**config.mk**
```make
export PLATFORM = sky130hd
export DESIGN_NAME = pjt_ctrl
export DESIGN_NICKNAME = d
export VERILOG_FILES = /design/src/hw/rtl/pjt_pkg.sv /design/src/hw/rtl/pjt_ctrl.sv
export SDC_FILE = /design/constraint.sdc
export NUM_CORES = 1
export LEC_CHECK = 0
export ABC_AREA = 1
export BUFFER_PORTS_ARGS = -buffer_cell sky130_fd_sc_hd__buf_2
export CORE_ASPECT_RATIO = 1.2
export CORE_MARGIN = 2
export CORE_UTILIZATION = 30
export DETAILED_ROUTE_END_ITERATION = 8
export GPL_TIMING_DRIVEN = 1
export PLACE_DENSITY = 0.48
export SETUP_SLACK_MARGIN = 0.4
export SYNTH_ARGS = -nofsm -noshare
export SYNTH_HDL_FRONTEND = slang
export SYNTH_SLANG_ARGS = --single-unit
```
**constraint.sdc**
```tcl
create_clock -name clk -period 1.5 [get_ports clk]
set_input_delay 0.225 -clock clk [delete_from_list [all_inputs] [get_ports clk]]
set_output_delay 0.225 -clock clk [all_outputs]
set_load 0.01 [all_outputs]
```
**src/hw/rtl/pjt_pkg.sv**
```systemverilog
package pjt_pkg;

  localparam int TICK_BITS       = 16;
  localparam int ANGLE_FRAC_BITS = 16;

  localparam int ANGLE_W = 26;
  localparam int WIDE_W  = 48;
  localparam int Q_BITS  = 30;             // fraction bits of s and its powers
  localparam int S_W     = Q_BITS + 1;     // s <= 1.0
  localparam int POLY_W  = 40;             // signed polynomial terms, |p''| < 2^38
  localparam int DIFF_W  = ANGLE_W + 1;
  localparam int MUL_W   = 32;
  localparam int PROD_W  = 2 * MUL_W;
  localparam int DIV_W   = 50;
  localparam int DSR_W   = 2 * TICK_BITS;
  localparam int CNT_W   = $clog2(DIV_W + 1);
  localparam int RATE_SHIFT = ANGLE_FRAC_BITS - 2;

  localparam logic signed [ANGLE_W-1:0] START_RESET = 26'sd0;
  localparam logic signed [ANGLE_W-1:0] END_RESET   = 26'sd5898240;
  localparam logic [TICK_BITS-1:0]      DUR_RESET   = 16'd200;

  typedef enum logic [1:0] {
    REG_START = 2'd0,
    REG_END   = 2'd1,
    REG_DUR   = 2'd2,
    REG_MODE  = 2'd3
  } reg_idx_t;

  typedef enum logic [1:0] {
    DIV_S     = 2'd0,
    DIV_RATE  = 2'd1,
    DIV_ACCEL = 2'd2
  } div_sel_t;

  typedef enum logic [1:0] {
    TERM_ANGLE = 2'd0,
    TERM_RATE  = 2'd1,
    TERM_ACCEL = 2'd2
  } term_sel_t;

  typedef struct packed {
    logic      setup;
    logic      div_start;
    div_sel_t  div_sel;
    logic      cap_s;
    logic      pow_step;
    logic      poly;
    logic      mul_lo;
    logic      mul_hi;
    term_sel_t term;
    logic      take_angle;
    logic      cap_rate;
    logic      cap_accel;
    logic      out_load;
  } cmd_t;

  typedef struct packed {
    logic div_busy;
  } status_t;

endpackage

```
**src/hw/rtl/pjt_ctrl.sv**
```systemverilog
module pjt_ctrl (
  input  logic             clk,
  input  logic             rst,
  input  logic             in_valid,
  output logic             in_stall,
  output logic             out_valid,
  input  logic             out_stall,
  input  pjt_pkg::status_t status,
  output pjt_pkg::cmd_t    cmd
);
  import pjt_pkg::*;

  typedef enum logic [11:0] {
    ST_IDLE   = 12'b000000000001,
    ST_SDIV   = 12'b000000000010,
    ST_POW    = 12'b000000000100,
    ST_POLY   = 12'b000000001000,
    ST_MLO    = 12'b000000010000,
    ST_MHI    = 12'b000000100000,
    ST_ANG    = 12'b000001000000,
    ST_RSTART = 12'b000010000000,
    ST_RDIV   = 12'b000100000000,
    ST_ASTART = 12'b001000000000,
    ST_ADIV   = 12'b010000000000,
    ST_FINISH = 12'b100000000000
  } state_t;

  state_t    state, state_next;
  term_sel_t term, term_next;
  logic [1:0] pow_cnt, pow_cnt_next;
  logic      out_free;

  assign in_stall = (state != ST_IDLE);
  assign out_free = !out_valid || !out_stall;

  always_comb begin
    state_next   = state;
    term_next    = term;
    pow_cnt_next = pow_cnt;
    cmd          = '0;
    cmd.term     = term;
    cmd.div_sel  = DIV_S;
    case (state)
      ST_IDLE: begin
        if (in_valid) begin
          cmd.setup     = 1'b1;
          cmd.div_start = 1'b1;
          state_next    = ST_SDIV;
        end
      end
      ST_SDIV: begin
        if (!status.div_busy) begin
          cmd.cap_s    = 1'b1;
          pow_cnt_next = '0;
          state_next   = ST_POW;
        end
      end
      ST_POW: begin
        cmd.pow_step = 1'b1;
        pow_cnt_next = pow_cnt + 1'b1;
        if (pow_cnt == 2'd3) begin
          state_next = ST_POLY;
        end
      end
      ST_POLY: begin
        cmd.poly   = 1'b1;
        term_next  = TERM_ANGLE;
        state_next = ST_MLO;
      end
      ST_MLO: begin
        cmd.mul_lo = 1'b1;
        state_next = ST_MHI;
      end
      ST_MHI: begin
        cmd.mul_hi = 1'b1;
        case (term)
          TERM_ANGLE: state_next = ST_ANG;
          TERM_RATE:  state_next = ST_RSTART;
          TERM_ACCEL: state_next = ST_ASTART;
          default:    state_next = ST_IDLE;
        endcase
      end
      ST_ANG: begin
        cmd.take_angle = 1'b1;
        term_next      = TERM_RATE;
        state_next     = ST_MLO;
      end
      ST_RSTART: begin
        cmd.div_start = 1'b1;
        cmd.div_sel   = DIV_RATE;
        state_next    = ST_RDIV;
      end
      ST_RDIV: begin
        if (!status.div_busy) begin
          cmd.cap_rate = 1'b1;
          term_next    = TERM_ACCEL;
          state_next   = ST_MLO;
        end
      end
      ST_ASTART: begin
        cmd.div_start = 1'b1;
        cmd.div_sel   = DIV_ACCEL;
        state_next    = ST_ADIV;
      end
      ST_ADIV: begin
        if (!status.div_busy) begin
          cmd.cap_accel = 1'b1;
          state_next    = ST_FINISH;
        end
      end
      ST_FINISH: begin
        if (out_free) begin
          cmd.out_load = 1'b1;
          state_next   = ST_IDLE;
        end
      end
      default: state_next = ST_IDLE;
    endcase
  end

  always_ff @(posedge clk) begin
    if (rst) begin
      state     <= ST_IDLE;
      term      <= TERM_ANGLE;
      pow_cnt   <= '0;
      out_valid <= 1'b0;
    end else begin
      state   <= state_next;
      term    <= term_next;
      pow_cnt <= pow_cnt_next;
      if (cmd.out_load) begin
        out_valid <= 1'b1;
      end else if (!out_stall) begin
        out_valid <= 1'b0;
      end
    end
  end

endmodule

```
==> summary.md <==
| Metric | Value |
|---|---|
| Most numerous cell in the Yosys netlist | nand2_1 |
| Final setup fails | 18 |
| Post-Syn Nets | ~170 |
| Biggest cell delay along the critical path | around 0.36 ns |
| Worst skew pair latency | approximately 0.25 ns |
| Hold Violations, Final | 0 |
| Status | complete, but fails checks |
| R2r endpoint | state[1] |
| Global-route wire length before repair | approximately 4700 um |
| Rows | 24 |
| Number of slew-limit violations in the final report | 0 |
| Clock power share | 0.216 |
| Critical path arrival | between 1 and 1.5 ns |
| Synth Instances | 168 |
| Die width | 59.09 um |
| Sequential share of the synthesized area | 0.3116 |
| Maximum vdd ir drop | 0.4719 mV |
| Port Buffers | 21 |
| RSZ-0062 raised after global routing | true |
| Num CTS Buffers | 3 |
| Worst min-delay path startpoint | rst |
| Router iterations before antenna repair | 4 |
| Final core occ | 0.5399 |
| H-Tree Depth | 1 |
| Design Area, Final | just under 2000 um^2 |
| Setup CP Type | reg -> out |
| Layout net count | 223 |
| R2R Setup Slk | -0.03 ns |
| Rel. slew slack | 0.7897 |
| GPL Wtd Cong | 0.8006 |
| CP Cell Sequence | nor2_4, nand2_4, nor2_8, buf_12, nand2_8, clkinvlp_4, buf_6 |
| Clk slew on worst S/H paths | approximately 0.07 ns |
| Sw frac | 0.3861 |
| Synth unique cells | 24 |
| Pwr/cell area | 848.4 nW/um^2 |
| Flops & latches, synth | 17 |
| Area Overhead vs Synth | 76.63% |
| Initial Utilization | 0.3057 |
| Mapped Avg Cell Area | ~6.5 um^2 |
| Asr flop ratio synth | 0 |
| Area of the mapped netlist | roughly 1100 um^2 |
| Lkg Pwr | slightly below 1 nW |
| CTS root buf | clkbuf_8 |
| Gr ovfl total | 0 |
| CP Max Fanout | 5 |
| Core footprint | 3573 um^2 |
| Worst Reg-to-Reg Cells | 11 |
| Wire length per cell | about 12 um |
| CP required | between 1 and 1.5 ns |
| Worst hold-check path type | in -> reg |
| Number of synthesized flops with an enable pin | 0 |
| Top_reg_cell synth | dfxtp_1 |
| DRT iter0 DRCs | 18 |
| Failing checks | setup timing |
| Final WS setup | -0.1465 ns |
| Routed Antenna Nets | 0 |
| Fraction of layout cells with a size suffix above 1 | 0.6157 |
| Critical path's top delay family | simple AND/OR/NAND/NOR gates |
| Max-Cap Viols | 0 |
| Largest net degree at the start of global routing | 12 |
| CTS Buffer Depth | 2 |
| Chip Height | between 70 and 80 um |
| Setup TNS | -1.107 ns |
| DIE AREA | a little over 4000 um^2 |
| Startpoint class of the critical path | register |
| Commonest cells in the netlist | nand2_1, inv_1, nor2_1 |
| Slew @ Worst Pin | 0.3128 ns |
| HPWL after DPL | a little over 2000 um |
| Vias per cell | ~4.6 |
| Seq. cell area | 356.6 um^2 |
| Critical Path Sink Type | output port |
| Fmax | 607.4 MHz |
| Yosys Warn Count | 0 |
| # clock sinks | 17 |
| Crit-path slowest cell | dfxtp_4 |
| Initial antenna violation count | 0 |
| Period utilisation layout | 1.098 |
| Post-route insts no fill | 255 |
| Reg-to-reg startpoint | state[10] |
| Share of the synthesized area in the top cell type | 0.3116 |
| DRC violations left | 0 |
| Synth top area cells | dfxtp_1, nand2_1, inv_1 |
| Fill count | 349 |
| # diodes | 0 |
| Multi-input combinational cell area | ~900 um^2 |
| Placed Cells | between 200 and 250 |
| Area leader, netlist | dfxtp_1 |
| Min-Delay Endpoint | pow_cnt[0] |
| Switching power | between 0.0006 and 0.0007 W |
| Cts hold-fix bufs | 0 |
| Routed WL | around 3000 um |
| Skew final | 0.002058 ns |
| CP Buf/Inv Count | 3 |
| Combinational power share | 0.467 |
| DP Area | about 1300 um^2 |
| Global-route total usage across every layer | 0.1472 |
| Crit path time final | 1.646 ns |
| Sequential share of power | 0.317 |
| TritonCTS clock tree | done |
| Final Total Pwr | 0.001637 W |
| Hold Crit Depth | 2 |
| Power Internal | 0.001005 W |
| DR vias | roughly 1,200 |
| Vias in the first global route | around 1,100 |
| Number of top-level pins | 22 |
## layout by cell type (no fill, tap or decap), types with 3 or more instances in the layout
cell,instances
nor2_2,3
nor3_2,3
dfxtp_1,6
inv_2,7
o21ai_1,3
nand2_1,26
nand3_1,6
nand2_2,6
buf_2,12
nand2_8,3
nand2_4,15
clkbuf_8,3
a21oi_1,3
buf_4,12
a21oi_2,5
nand3_2,4
inv_1,25
inv_4,3
buf_6,20
nor2_1,9
dfxtp_2,10
nor2_4,15
## registers in the layout (all words and copies together), names as in the netlist
signal,count
out_valid,1
state,12
term,2
pow_cnt,2
## power by group through the flow
stage	sequential (W)	combinational [W]	clock, W
2_1_floorplan	0.000508	0.000376	0
3_3_place_gp	0.000513	0.000486	0
3_5_place_dp	0.000512	0.000488	0
4_1_cts	0.000518	0.000667	0.000364
5_1_grt	0.000521	0.000835	0.000376
6_report	0.000519	0.000764	0.000353
## metal layers
metal  track usage  vias to the layer above  wire [um]
met2        0.2543                       17       1641
met4       0.04545                        0         36
met3       0.02222                        5         56
met1        0.1831                      550       1259
li1              -                      601          -
met5             0                        -          0
## cell families (layout without fill, tap and decap cells)
family                   count (synthesis)  in the layout  share of synthesized area
AO/OA/AOI/OAI                           14             14                    0.06758
buffers and inverters                   39             87                     0.1375
flip-flops                              17             17                     0.3116
AND/OR/NAND/NOR                         97             97                     0.4719
adder cells (fa/ha/maj)                  1              1                    0.01145
## per-stage QoR
stage,hold WS [ns],worst slack [ns]
after floorplan,0.3602,0.2106
after global placement,0.4990,0.008465
after detailed placement,0.5032,0.004829
after CTS,0.3147,-0.1461
after global routing,0.3504,-0.2177
final,0.3262,-0.1465
## how the worst max path moves through the flow
stage | startpoint | endpoint | slack, ns | cells after the start
global placement | state[2] | cmd[13] | 0.008 | 7
floorplan | state[11] | pow_cnt[0] | 0.21 | 10
detailed placement | state[2] | cmd[13] | 0.005 | 7
CTS | state[4] | cmd[13] | -0.15 | 7
finish | state[10] | cmd[9] | -0.15 | 7
global route | state[4] | cmd[13] | -0.22 | 8
## cell type report
class,count,area share
Multi-Input combinational cell,112,0.4669
Timing Repair Buffer,46,0.2153
Sequential cell,17,0.1848
Inverter,37,0.08431
Tap cell,39,0.02529
Clock buffer,4,0.02335
## timing repair
action | in CTS | in global routing
setup buffers | 14 | 11
pin swaps | 16 | 11
resized for setup | 42 | 47
setup endpoints to repair | 30 | 31
(Power assumes the default switching activity.)
